===== src/rtl/wgm_pkg.sv =====
// ----------------------------------------------------------------------------
// wgm_pkg
// Shared types and constants for the wildcard glob matcher.
// ----------------------------------------------------------------------------
package wgm_pkg;

    localparam int PATTERN_MAX_DEF = 63;

    localparam logic [7:0] CH_STAR  = 8'h2A;
    localparam logic [7:0] CH_QMARK = 8'h3F;

    typedef enum logic [1:0] {
        REQ_CLEAR  = 2'd0,
        REQ_APPEND = 2'd1,
        REQ_TEXT   = 2'd2,
        REQ_END    = 2'd3
    } req_type_t;

    // Broadcast control from the top level to every cell of the row
    typedef struct packed {
        logic       restart;   // reseed the active set with position zero
        logic       advance;   // step the active set over one text byte
        logic       append;    // store a pattern byte (room is known to exist)
        logic [7:0] char_byte; // text or pattern byte of the request
    } cell_ctrl_t;

endpackage


===== src/rtl/wildcard_glob_matcher.sv =====
// ----------------------------------------------------------------------------
// wildcard_glob_matcher
// Streams text bytes against a stored pattern with '*' and '?' wildcards.
// ----------------------------------------------------------------------------
// Requests carry a kind in tuser (clear pattern, append pattern byte, text
// byte, end of text) and a byte in tdata. The block takes one request per
// clock cycle while no waiting result is stalled. Each request for end of
// text yields one result, registered and shown in the cycle after its
// acceptance: bit 0 says whether the whole text matched, bit 1 whether pattern
// bytes were dropped because more than PATTERN_MAX were appended since the
// last clear. Every pattern position is a cell of a row; a text byte updates
// all of them in the same cycle, and the longest path is the star closure
// rippling through the PATTERN_MAX+1 cells, which sets the clock rate. A waiting
// result holds input acceptance only while the downstream side is not ready.
// ----------------------------------------------------------------------------
module wildcard_glob_matcher
    import wgm_pkg::*;
#(
    parameter int PATTERN_MAX = PATTERN_MAX_DEF
)
(
    input  logic       clk,
    input  logic       rst_n,
    input  logic       s_axis_tvalid,
    output logic       s_axis_tready,
    input  logic [7:0] s_axis_tdata,   // [7:0] char_byte
    input  logic [1:0] s_axis_tuser,   // [1:0] req_type
    output logic       m_axis_tvalid,
    input  logic       m_axis_tready,
    output logic [7:0] m_axis_tdata    // [0] matched, [1] pattern_overflow, [7:2] zero
);

    localparam int LEN_W = $clog2(PATTERN_MAX + 1);

    logic [LEN_W-1:0] len_reg, len_next;
    logic [1:0]       cnt_reg, cnt_next;
    logic             first_star_reg, first_star_next;
    logic             ovf_reg, ovf_next;
    logic             out_valid_reg, out_valid_next;
    logic             out_match_reg, out_match_next;
    logic             out_ovf_reg, out_ovf_next;

    logic             accept;
    req_type_t        req;
    logic             room;
    cell_ctrl_t       ctrl;

    logic             carry [0:PATTERN_MAX+1];
    logic             step  [0:PATTERN_MAX+1];
    logic             closed [0:PATTERN_MAX];

    assign s_axis_tready = ~out_valid_reg | m_axis_tready;
    assign accept        = s_axis_tvalid & s_axis_tready;
    assign req           = req_type_t'(s_axis_tuser);
    assign room          = len_reg < LEN_W'(PATTERN_MAX);

    assign ctrl.restart   = accept && (req != REQ_TEXT);
    assign ctrl.advance   = accept && (req == REQ_TEXT);
    assign ctrl.append    = accept && (req == REQ_APPEND) && room;
    assign ctrl.char_byte = s_axis_tdata;

    assign carry[0] = 1'b0;
    assign step[0]  = 1'b0;

    for (genvar i = 0; i <= PATTERN_MAX; i++)
    begin : g_cell
        wgm_cell #(
            .IDX   (i),
            .LEN_W (LEN_W)
        ) u_cell (
            .clk       (clk),
            .rst_n     (rst_n),
            .ctrl      (ctrl),
            .pat_len   (len_reg),
            .carry_in  (carry[i]),
            .step_in   (step[i]),
            .carry_out (carry[i+1]),
            .step_out  (step[i+1]),
            .closed    (closed[i])
        );
    end

    always_comb
    begin
        len_next        = len_reg;
        cnt_next        = cnt_reg;
        first_star_next = first_star_reg;
        ovf_next        = ovf_reg;
        out_valid_next  = out_valid_reg & ~m_axis_tready;
        out_match_next  = out_match_reg;
        out_ovf_next    = out_ovf_reg;
        if (accept)
        begin
            case (req)
                REQ_CLEAR:
                begin
                    len_next        = '0;
                    ovf_next        = 1'b0;
                    cnt_next        = 2'd0;
                    first_star_next = 1'b0;
                end
                REQ_APPEND:
                begin
                    if (room)
                    begin
                        len_next = len_reg + LEN_W'(1);
                    end
                    else
                    begin
                        ovf_next = 1'b1;
                    end
                    cnt_next        = 2'd0;
                    first_star_next = 1'b0;
                end
                REQ_TEXT:
                begin
                    if (cnt_reg == 2'd0)
                    begin
                        first_star_next = s_axis_tdata == CH_STAR;
                    end
                    if (cnt_reg != 2'd2)
                    begin
                        cnt_next = cnt_reg + 2'd1;
                    end
                end
                REQ_END:
                begin
                    // a text of one single star matches any pattern
                    out_valid_next  = 1'b1;
                    out_match_next  = closed[len_reg] | (cnt_reg == 2'd1 && first_star_reg);
                    out_ovf_next    = ovf_reg;
                    cnt_next        = 2'd0;
                    first_star_next = 1'b0;
                end
                default:
                begin
                    len_next = len_reg;
                end
            endcase
        end
    end

    always_ff @(posedge clk or negedge rst_n)
    begin
        if (!rst_n)
        begin
            len_reg        <= '0;
            cnt_reg        <= 2'd0;
            first_star_reg <= 1'b0;
            ovf_reg        <= 1'b0;
            out_valid_reg  <= 1'b0;
        end
        else
        begin
            len_reg        <= len_next;
            cnt_reg        <= cnt_next;
            first_star_reg <= first_star_next;
            ovf_reg        <= ovf_next;
            out_valid_reg  <= out_valid_next;
        end
    end

    always_ff @(posedge clk)
    begin
        out_match_reg <= out_match_next;
        out_ovf_reg   <= out_ovf_next;
    end

    assign m_axis_tvalid = out_valid_reg;
    assign m_axis_tdata  = {6'd0, out_ovf_reg, out_match_reg};

endmodule


===== src/rtl/wgm_cell.sv =====
// ----------------------------------------------------------------------------
// wgm_cell
// One pattern position: holds its pattern byte and the raw active bit, and
// ripples star closure and byte matches on to the next position.
// ----------------------------------------------------------------------------
module wgm_cell
    import wgm_pkg::*;
#(
    parameter int IDX   = 0,
    parameter int LEN_W = 6
)
(
    input  logic             clk,
    input  logic             rst_n,
    input  cell_ctrl_t       ctrl,
    input  logic [LEN_W-1:0] pat_len,
    input  logic             carry_in,  // closed active bit of the previous star
    input  logic             step_in,   // previous position matched the text byte
    output logic             carry_out,
    output logic             step_out,
    output logic             closed     // active bit after star closure
);

    logic [7:0] pat_reg;
    logic       raw_reg;
    logic       raw_next;
    logic       used;
    logic       is_star;
    logic       hit;

    assign used    = pat_len > LEN_W'(IDX);
    assign is_star = pat_reg == CH_STAR;
    assign hit     = (pat_reg == CH_QMARK) || (pat_reg == ctrl.char_byte);

    assign closed    = raw_reg | carry_in;
    assign carry_out = closed & used & is_star;
    assign step_out  = closed & used & ~is_star & hit;

    always_comb
    begin
        raw_next = raw_reg;
        if (ctrl.restart)
        begin
            raw_next = (IDX == 0);
        end
        else if (ctrl.advance)
        begin
            // a star keeps its own position, a match moves up by one
            raw_next = (closed & used & is_star) | step_in;
        end
    end

    always_ff @(posedge clk or negedge rst_n)
    begin
        if (!rst_n)
        begin
            raw_reg <= (IDX == 0);
        end
        else
        begin
            raw_reg <= raw_next;
        end
    end

    always_ff @(posedge clk)
    begin
        if (ctrl.append && pat_len == LEN_W'(IDX))
        begin
            pat_reg <= ctrl.char_byte;
        end
    end

endmodule


===== config.mk =====
export PLATFORM = sky130hd
export DESIGN_NAME = wildcard_glob_matcher
export DESIGN_NICKNAME = d
export VERILOG_FILES = /design/src/rtl/wgm_pkg.sv /design/src/rtl/wildcard_glob_matcher.sv /design/src/rtl/wgm_cell.sv
export SDC_FILE = /design/constraint.sdc
export NUM_CORES = 1
export LEC_CHECK = 0
export ABC_CLOCK_PERIOD_IN_PS = 5650
export BUFFER_PORTS_ARGS = -buffer_cell sky130_fd_sc_hd__buf_2
export CAP_MARGIN = 10
export CORE_MARGIN = 3
export CORE_UTILIZATION = 50
export DETAILED_ROUTE_END_ITERATION = 8
export GPL_TIMING_DRIVEN = 0
export PLACE_DENSITY_LB_ADDON = 0.2
export SLEW_MARGIN = 20
export SYNTH_ARGS = -nofsm -noshare
export SYNTH_HDL_FRONTEND = slang
export SYNTH_SLANG_ARGS = --single-unit

===== constraint.sdc =====
create_clock -name clk -period 5.65 [get_ports clk]
set_clock_uncertainty 0.1 [all_clocks]
set_input_delay 1.695 -clock clk [delete_from_list [all_inputs] [get_ports clk]]
set_output_delay 1.695 -clock clk [all_outputs]
set_load 0.005 [all_outputs]

Word level (Yosys, flattened, before mapping). Cells that the tools add are included.

Add/subtract/negate cells: 2. Multiplexer cells: 141. Equal/unequal tests: 264. Bitwise logic cells: 450. Magnitude comparators: 66. Reduce and logical (&&, ||, !) cells: 143.

Operators by type and width (count): $eq A8 B6 Y1 const B (128); $eq A8 B8 Y1 (63); $and A1 B1 Y1 (256); $eq A6 B6 Y1 const B (32); $gt A6 B6 Y1 const B (32); $mux W1 (134); $or A1 B1 Y1 (128); $eq A6 B5 Y1 const B (16); $gt A6 B5 Y1 const B (16); $logic_and A1 B1 Y1 (69); $not A1 Y1 (65); $logic_or A1 B1 Y1 (63); $eq A6 B4 Y1 const B (8); $gt A6 B4 Y1 const B (8); $eq A6 B3 Y1 const B (4); $gt A6 B3 Y1 const B (4); $eq A6 B2 Y1 const B (2); $gt A6 B1 Y1 const B (2); $gt A6 B2 Y1 const B (2); $pmux W6 S2 (1); $ne A2 B2 Y1 const B (4); $ge A7 B7 Y1 const B (1); $not A6 Y7 (1); $add A6 B1 Y6 const B (1); other kinds (17) (26).

Register bits: 589. Bits of input ports: 14.

Logic depth before layout (Yosys ltp). Gate-level depths: netlist (run 1).

Depth after elaboration: 195. Depth in mapped cells: 19.

Worst setup path before layout (run 1). No wires, ideal clock.

Path type: reg-to-reg. Start: register len_reg[0]. End: register out_match_reg (data pin). Cell stages (with the launch flop): 17. Path buffers: 3. Arrival time: 4413 ps. Setup slack: 977 ps. Library setup time: 160 ps. Period minus slack after synthesis: 4673 ps. Path through: dfrtp_1 clkbuf_1 clkinv_1 clkbuf_1 ha_1 clkbuf_1 nor2_1 a31oi_1 or3_1 or4_1 or3_1 or4_1 a31oi_1 nor2_1 o21a_1 a32o_1 a41oi_1.

Longest elaborated chain between the ends: 194. Elaborated cells on any way between the ends: 257. Those cells by class: 63 x order compare; 3 x mux; 191 x bitwise.

Ends and longest elaborated chain: from (decl) (RTL line wildcard_glob_matcher.sv:35) `logic [LEN_W-1:0] len_reg, len_next;`; from (signal assigned) (RTL line wildcard_glob_matcher.sv:155) `len_reg <= len_next;`; $gt A6 B1 Y1 (RTL line wgm_cell.sv:31) `assign used = pat_len > LEN_W'(IDX);`; $and A1 B1 Y1 (2 in series) (RTL line wgm_cell.sv:36) `assign carry_out = closed & used & is_star;`; $or A1 B1 Y1 (RTL line wgm_cell.sv:35) `assign closed = raw_reg | carry_in;`; $and A1 B1 Y1 (2 in series) (RTL line wgm_cell.sv:36); $or A1 B1 Y1 (RTL line wgm_cell.sv:35); $and A1 B1 Y1 (2 in series) (RTL line wgm_cell.sv:36); $or A1 B1 Y1 (RTL line wgm_cell.sv:35); $and A1 B1 Y1 (2 in series) (RTL line wgm_cell.sv:36); (+171 left out); $or A1 B1 Y1 (RTL line wgm_cell.sv:35); $and A1 B1 Y1 (2 in series) (RTL line wgm_cell.sv:36); $or A1 B1 Y1 (RTL line wgm_cell.sv:35); $and A1 B1 Y1 (2 in series) (RTL line wgm_cell.sv:36); $or A1 B1 Y1 (RTL line wgm_cell.sv:35); $bmux W1 S6 (*) (RTL line wildcard_glob_matcher.sv:130) `out_match_next = closed[len_reg] | (cnt_reg == 2'd1 && first_star_reg);`; $mux W1 (implied by the code) (*) (2 in series) (RTL line wildcard_glob_matcher.sv:130); $or A1 B1 Y1 (*) (RTL line wildcard_glob_matcher.sv:130); to (signal assigned) (RTL line wildcard_glob_matcher.sv:165) `out_match_reg <= out_match_next;`; to (decl) (RTL line wildcard_glob_matcher.sv:40) `logic out_match_reg, out_match_next;`.

Mark *: on every way between the ends. The rest lies on a longest branch, timed or not. The select of a mux whose other input is x is not followed. A chain may end at the register's enable or synchronous reset.

Final worst setup path (run 1).
Start: register len_reg[1]. End: register out_match_reg (data pin).

The elaborated chain is that of the path after synthesis.

==> results of run 1 <==
cell type report:
type / count / area [um2]
Fill cell: 5110 / 26470
Sequential cell: 581 / 17070
Multi-Input combinational cell: 2088 / 14030
Clock buffer: 79 / 1645
Tap cell: 837 / 1047
Buffer: 123 / 639.4
Timing Repair Buffer: 38 / 475.5
Clock inverter: 32 / 387.9
Inverter: 41 / 158.9
Antenna cell: 3 / 7.507
per-layer routing:
metal	share of wire (%)	wire length, um	track usage [%]	up-vias
li1	-	-	-	10900
met1	40	49520	50.93	12640
met2	43	53530	55.49	1680
met3	11	13780	8.928	389
met4	6.1	7652	19.37	2
met5	0.014	17	0	-
cells in the mapped netlist (13+ instances only):
master      n  area share, %
edfxtp_1  506             48
xnor2_1   408             11
nor2_1    249            3.0
nand2_1   187            2.2
nand4_1   134            2.7
o21ai_0   132            2.1
a21oi_1   110            1.7
xor2_1     96            2.7
nor3_1     90            1.4
clkbuf_1   76           0.91
dfrtp_1    74            5.9
nor4_1     61            1.2
nand3_1    59           0.94
or3_1      41           0.82
inv_1      38           0.45
and3_1     28           0.56
buf_1      27           0.32
o31ai_1    26           0.62
or4_1      24           0.57
a31oi_1    22           0.44
a22o_1     19           0.53
a22oi_1    19           0.45
nand2b_1   19           0.38
nand4b_1   19           0.53
buf_2      16           0.25
o22ai_1    16           0.32
a211oi_1   15           0.36
a41o_1     14           0.45
nor4b_1    14           0.39
or2_2      14           0.28
a21o_1     13           0.31
cell usage in the layout (no fill, tap or decap), types with 13 or more instances in the layout:
cell and count:
edfxtp_1 506, xnor2_1 408, nor2_1 246, nand2_1 186, nand4_1 134, o21ai_0 129, a21oi_1 109, xor2_1 96
dfrtp_1 74, nor3_1 70, clkbuf_16 62, nand3_1 59, nor4_1 56, clkbuf_1 50, or3_1 41, inv_1 38
clkbuf_2 35, buf_2 34, and3_1 28, o31ai_1 26, buf_4 25, or4_1 23, a31oi_1 20, nand2b_1 19
nor3_2 19, nand4b_1 19, a22o_1 19, a22oi_1 18, a211oi_1 15, o22ai_1 15, or2_2 14, a41o_1 14
a21o_1 13
final timing paths:
path,start,to,depth (start not counted)
max,len_reg[1],out_match_reg,14
min,g_cell[52].u_cell.raw_reg,g_cell[52].u_cell.raw_reg,2
max reg2reg,len_reg[1],out_match_reg,14
min reg2reg,g_cell[52].u_cell.raw_reg,g_cell[52].u_cell.raw_reg,2
max in group asynchronous,rst_n,g_cell[7].u_cell.raw_reg,2
min in group asynchronous,rst_n,first_star_reg,1
cell families (layout without fill, tap and decap cells):
family,Yosys count,after routing
AOI/OAI and AO/OA,554,554
xor gates and xnor gates,504,504
adders and majority gates,7,7
buffers and inverters,169,313
DFF,581,581
muxes,4,4
other,1,9
and+or+nand+nor,1013,1013
timing repair:
| item | 4_1_cts | 5_1_grt |
|---|---|---|
| pin swaps | 7 | 2 |
| endpoints found under the setup margin | 189 | 18 |
| setup buffers | 5 | 2 |
| gates resized for setup | 69 | 10 |
| endpoints found under the hold margin | 0 | 0 |
power groups by stage:
stage	clock network [uW]	logic, uW	registers (uW)
after global placement	0	795	4780
after global routing	4330	907	4690
after floorplan	0	395	4780
after CTS	4150	862	4690
after detailed placement	0	825	4780
final	4120	891	4690
worst max-delay path, delay by kind of cell (launching register included):
| family | cells | cell delay, ns |
|---|---|---|
| buf+inv | 1 | 0.29 |
| flops | 1 | 0.58 |
| simple gates | 4 | 2.23 |
| compound gates | 9 | 2.54 |
through the flow:
stage	util, %	instances
2_1_floorplan	-	2838
3_3_place_gp	52.64	3691
3_5_place_dp	53.35	3706
4_1_cts	57.14	3822
5_1_grt	57.25	3819
6_report	57.26	3822
==> impl_metrics.csv, run 1 <==
group,metric,value,unit
outcome,status,"complete, but fails checks",
outcome,violations,"negative setup slack",
critical_path,worstPathCellList,"buf_4 > nand2_1 > o31a_1 > nor4_1 > and4_1 > a32oi_2 > o221ai_1 > a41o_1 > a21oi_4 > o211ai_4 > a31oi_1 > nor4b_4 > o31ai_1 > a41oi_2",
synth,synthesis.area,0.03146,mm2
sta,min_period,5.988,ns
critical_path,worstPathMaxFanout,10,
synth,synth_compound_area_share,12.11,%
sta,worst_slew_pin_slew,1.251,ns
synth,synth_xor_area_share,14.03,%
die,fp.dieArea,0.06597,mm2
route,vias_per_cell,6.700,
layout,fin_area,0.03547,mm2
route,ant_nets,0,
run,drv_cap,0,
placement,dp_slack,-2.703,ns
synth,async_flop_share,12.91,%
synth,synth_edf_count,506,
power,p_sw_share,24.49,%
critical_path,cp_slowest_cell,"nor4_1",
clocking,path_clk_slew,0.07,ns
critical_path,crit_type,"flop to flop",
grt,antenna_found_initial,1,
critical_path,startpoint_type,"flop",
worst_hold_path,hold_path.class,"flop to flop",
die,coreArea,0.06194,mm2
layout,finalNetCount,2954,
placement,placed_area,0.03305,mm2
synth,synthMuxAreaShare,0.1312,%
route,routed_wl,124500,um
layout,drive_gt1_share,10.70,%
sta,holdWs,0.3741,ns
power,p_seq_share,48.3,%
die,die_w,256.8,um
route,drt_iter0_drc,3779,
die,initial_core_util,50.79,%
synth,synthSimpleGateAreaFrac,16.99,%
critical_path,r2r_slack,-0.34,ns
sta,fin_crit_sh,106.0,%
critical_path,cp.arrival,6.32,ns
power,pwr-share-clk,42.5,%
grt,grt_max_degree,44,
route,wl_per_cell,32.57,um
die,io-pin-count,24,
route,first_pass_iters,6,
route,drc,0,
placement,io_buffers,16,
synth,synth_fa_ha_area_share,0.2784,%
synth,syn_inst,2833,
synth,ys.flop_type,"edfxtp_1",
sta,rsz0062_at_grt,"yes",
grt,grt_pass1_wl,175800,um
grt,first_global_vias,24490,
power,p_comb_share,9.2,%
route,via_count,25610,
clocking,ctsHoldBuffers,0,
critical_path,crit_path_end_kind,"flop",
synth,syn_area_per_cell,11.11,um2
grt,grt_use_total,37.28,%
sta,max_slew_margin,16.62,%
clocking,h-tree-depth,2,
sta,fin_setup_tns,-3.339,ns
synth,ys_ff_latch,581,
power,ir_worst_vdd,297.3,uV
critical_path,slowest_delay,0.92,ns
synth,ys_seq_area_share,54.27,%
power,leakage,0.01100,uW
clocking,cts_max_path_buffers,3,
clocking,clkLatencyLatePin,0.65,ns
sta,fmaxAchievable,167.0,MHz
die,fp.dieH,256.8,um
power,intPower,7327,uW
layout,largest_register_ffs,504,
placement,dp_hpwl,89650,um
clocking,clock-sinks,581,
power,p_sw,2376,uW
clocking,cts_tree,"built",
clocking,cts_buffers,60,
sta,finalSetupViolCount,41,
synth,yosysUniqueCellTypes,108,
clocking,cts-root-buf,"clkbuf_16",
sta,drv_slew,0,
sta,worst_slack,-0.3377,ns
layout,area_growth,12.73,%
critical_path,cp.required,5.98,ns
placement,place_congestion,1.061,
power,total_power,9703,uW
grt,overflow,0,
synth,synth_top_family_by_area,"simple AND/OR/NAND/NOR gates",
power,power-per-cell-area,273.6,mW/mm2
synth,yosysWarnings,0,
die,rows,91,
sta,hold_viol_final,0,
Note: power is estimated with default switching activity, not from simulation.
==> inputs of run 2 (changes only) <==
--- a/config.mk
+++ b/config.mk
@@ -9,7 +9,7 @@
 export BUFFER_PORTS_ARGS = -buffer_cell sky130_fd_sc_hd__buf_2
 export CAP_MARGIN = 10
 export CORE_MARGIN = 3
-export CORE_UTILIZATION = 50
+export CORE_UTILIZATION = 60
 export DETAILED_ROUTE_END_ITERATION = 8
 export GPL_TIMING_DRIVEN = 0
 export PLACE_DENSITY_LB_ADDON = 0.2
==> run 2 against run 1 <==
  * The flow still finishes with violations (negative setup slack)
  * Non-clock buffer count down 4
  * Sequential power about the same
  * Count of clock-buffer cells in the layout up 6
  * Global-route usage up 6.2 points
  * Core utilization is 11 points higher
==> impl_metrics.csv, run 2 (synthesis results as in run 1) <==
group,metric,value,unit
worst_hold_path,hold_start,"ovf_reg",
critical_path,cp-startpoint,"len_reg[4]",
route,wl_per_cell,33.48,um
layout,regArea,0.01707,mm2
route,first_pass_iters,8,
critical_path,r2r-start,"len_reg[4]",
sta,finalSetupViolCount,73,
layout,nFillCells,3706,
critical_path,crit_type,"flop to flop",
power,leakage,0.01088,uW
grt,grt_max_degree,42,
clocking,cts_max_path_buffers,3,
die,coreArea,0.05161,mm2
critical_path,cp_slowest_cell,"nor4_2",
critical_path,worstPathCellList,"buf_2 > clkinv_1 > o31a_1 > nor4_2 > and4_1 > nand2_1 > o311ai_4 > a31oi_4 > nor2_2 > nor2_1 > o31ai_1 > a32oi_1 > a32o_1 > a41oi_2",
sta,holdWs,0.3671,ns
placement,placed_area,0.03273,mm2
critical_path,cp.depth,14,
clocking,cts_buffers,58,
sta,drv_slew,0,
power,pwr-share-clk,41.1,%
power,ir_worst_vdd,331.6,uV
critical_path,worst-r2r-cell-count,14,
sta,max_slew_margin,12.15,%
sta,fin_setup_tns,-3.696,ns
grt,grt_pass1_wl,174300,um
clocking,path_clk_slew,0.07,ns
power,intPower,7129,uW
sta,hold_viol_final,0,
grt,overflow,0,
power,p_seq_share,49.4,%
route,via_count,26290,
power,p_sw_share,24.87,%
clocking,h-tree-depth,2,
clocking,clkLatencyLatePin,0.65,ns
outcome,violations,"negative setup slack",
die,die_w,235.0,um
sta,fmaxAchievable,170.9,MHz
layout,fin_area,0.03508,mm2
route,ant_nets,0,
clocking,clock-sinks,581,
placement,io_buffers,16,
layout,layout_commonest_cell,"edfxtp_1",
die,fp.dieArea,0.05522,mm2
critical_path,slowest_delay,0.70,ns
die,fp.dieH,235.0,um
worst_hold_path,hold_depth,0,
grt,antenna_found_initial,7,
layout,drive_gt1_share,10.48,%
die,rows,83,
sta,worst_slack,-0.2019,ns
clocking,cts_tree,"built",
layout,final_cell_mix,"edfxtp_1 (506), xnor2_1 (408), nor2_1 (247)",
clocking,cts-root-buf,"clkbuf_16",
layout,multi_input_area,0.01409,mm2
critical_path,worst-path-buf-inv,2,
route,drt_iter0_drc,3899,
critical_path,cp.arrival,6.19,ns
critical_path,crit_path_end_kind,"flop",
critical_path,startpoint_type,"flop",
route,routed_wl,122500,um
route,drc,0,
critical_path,cp.required,5.99,ns
sta,rsz0062_at_grt,"yes",
die,initial_core_util,60.96,%
grt,first_global_vias,25650,
sta,min_period,5.852,ns
sta,fin_crit_sh,103.6,%
run,drv_cap,0,
power,p_comb_share,9.4,%
critical_path,worstPathMaxFanout,10,
power,power-per-cell-area,270.5,mW/mm2
placement,dp_slack,-3.170,ns
worst_hold_path,hold_path.class,"flop to flop",
route,vias_per_cell,7.182,
layout,finalNetCount,2948,
placement,dp_hpwl,85240,um
die,io-pin-count,24,
sta,worst_slew_pin_slew,1.318,ns
power,p_sw,2360,uW
outcome,status,"complete, but fails checks",
placement,place_congestion,1.071,
grt,grt_use_total,43.47,%
layout,largest_register_ffs,504,
critical_path,path_delay_family,"compound AO/OA/AOI/OAI gates",
layout,area_growth,11.49,%
run 2: final timing paths:
path | endpoint | slack (ns)
setup / recovery | out_match_reg | -0.20
hold / removal | out_ovf_reg | 0.37
setup reg to reg | out_match_reg | -0.20
hold reg to reg | out_ovf_reg | 0.37
max in group asynchronous | g_cell[0].u_cell.raw_reg | 3.88
min in group asynchronous | m_axis_tvalid | 0.89
run 2: metrics by stage:
| step | util, % | cells | total power [uW] |
|---|---|---|---|
| after floorplan | - | 2838 | 5171 |
| after global placement | 62.80 | 3534 | 5562 |
| after detailed placement | 63.41 | 3545 | 5591 |
| after CTS | 67.69 | 3661 | 9445 |
| after global routing | 67.95 | 3657 | 9678 |
| final | 67.96 | 3660 | 9489 |
run 2: power groups by stage:
stage          sequential (uW)  clock, uW  combinational (uW)
6_report                  4690       3900                 895
5_1_grt                   4690       4090                 903
4_1_cts                   4690       3910                 851
3_5_place_dp              4780          0                 813
3_3_place_gp              4780          0                 780
2_1_floorplan             4780          0                 395
run 2: what timing repair did:
| item | 4_1_cts | 5_1_grt |
|---|---|---|
| pin swaps | 4 | 2 |
| endpoints found under the setup margin | 90 | 100 |
| gates resized for setup | 56 | 31 |
| setup buffers | 6 | 0 |
| hold buffers | 0 | 0 |
run 2: layer usage:
metal | GRT usage (%) | vias up | share of wire, % | wire length [um]
met5 | 0 | - | 0.027 | 33
met4 | 29.29 | 6 | 8.3 | 10110
met3 | 10.43 | 528 | 13 | 15400
met2 | 64.90 | 2097 | 43 | 52570
met1 | 56.68 | 12760 | 36 | 44400
li1 | - | 10900 | - | -
run 2: cell type report:
class / instances / area share (%)
clock buffer: 85 / 4.716
sequential: 581 / 48.67
clock inverter: 25 / 0.7419
timing repair buffer: 33 / 1.059
multi-input combinational: 2088 / 40.18
tap: 680 / 2.426
buffer: 124 / 1.730
antenna: 3 / 0.02140
inverter: 41 / 0.4530
run 2: worst register-to-register path, stage by stage, from the launching register on:
cell      delay, ns
dfrtp_1        0.43
buf_2          0.32
clkinv_1       0.65
o31a_1         0.59
nor4_2         0.70
and4_1         0.49
nand2_1        0.15
o311ai_4       0.56
a31oi_4        0.25
nor2_2         0.22
nor2_1         0.10
o31ai_1        0.43
a32oi_1        0.11
a32o_1         0.27
a41oi_2        0.27
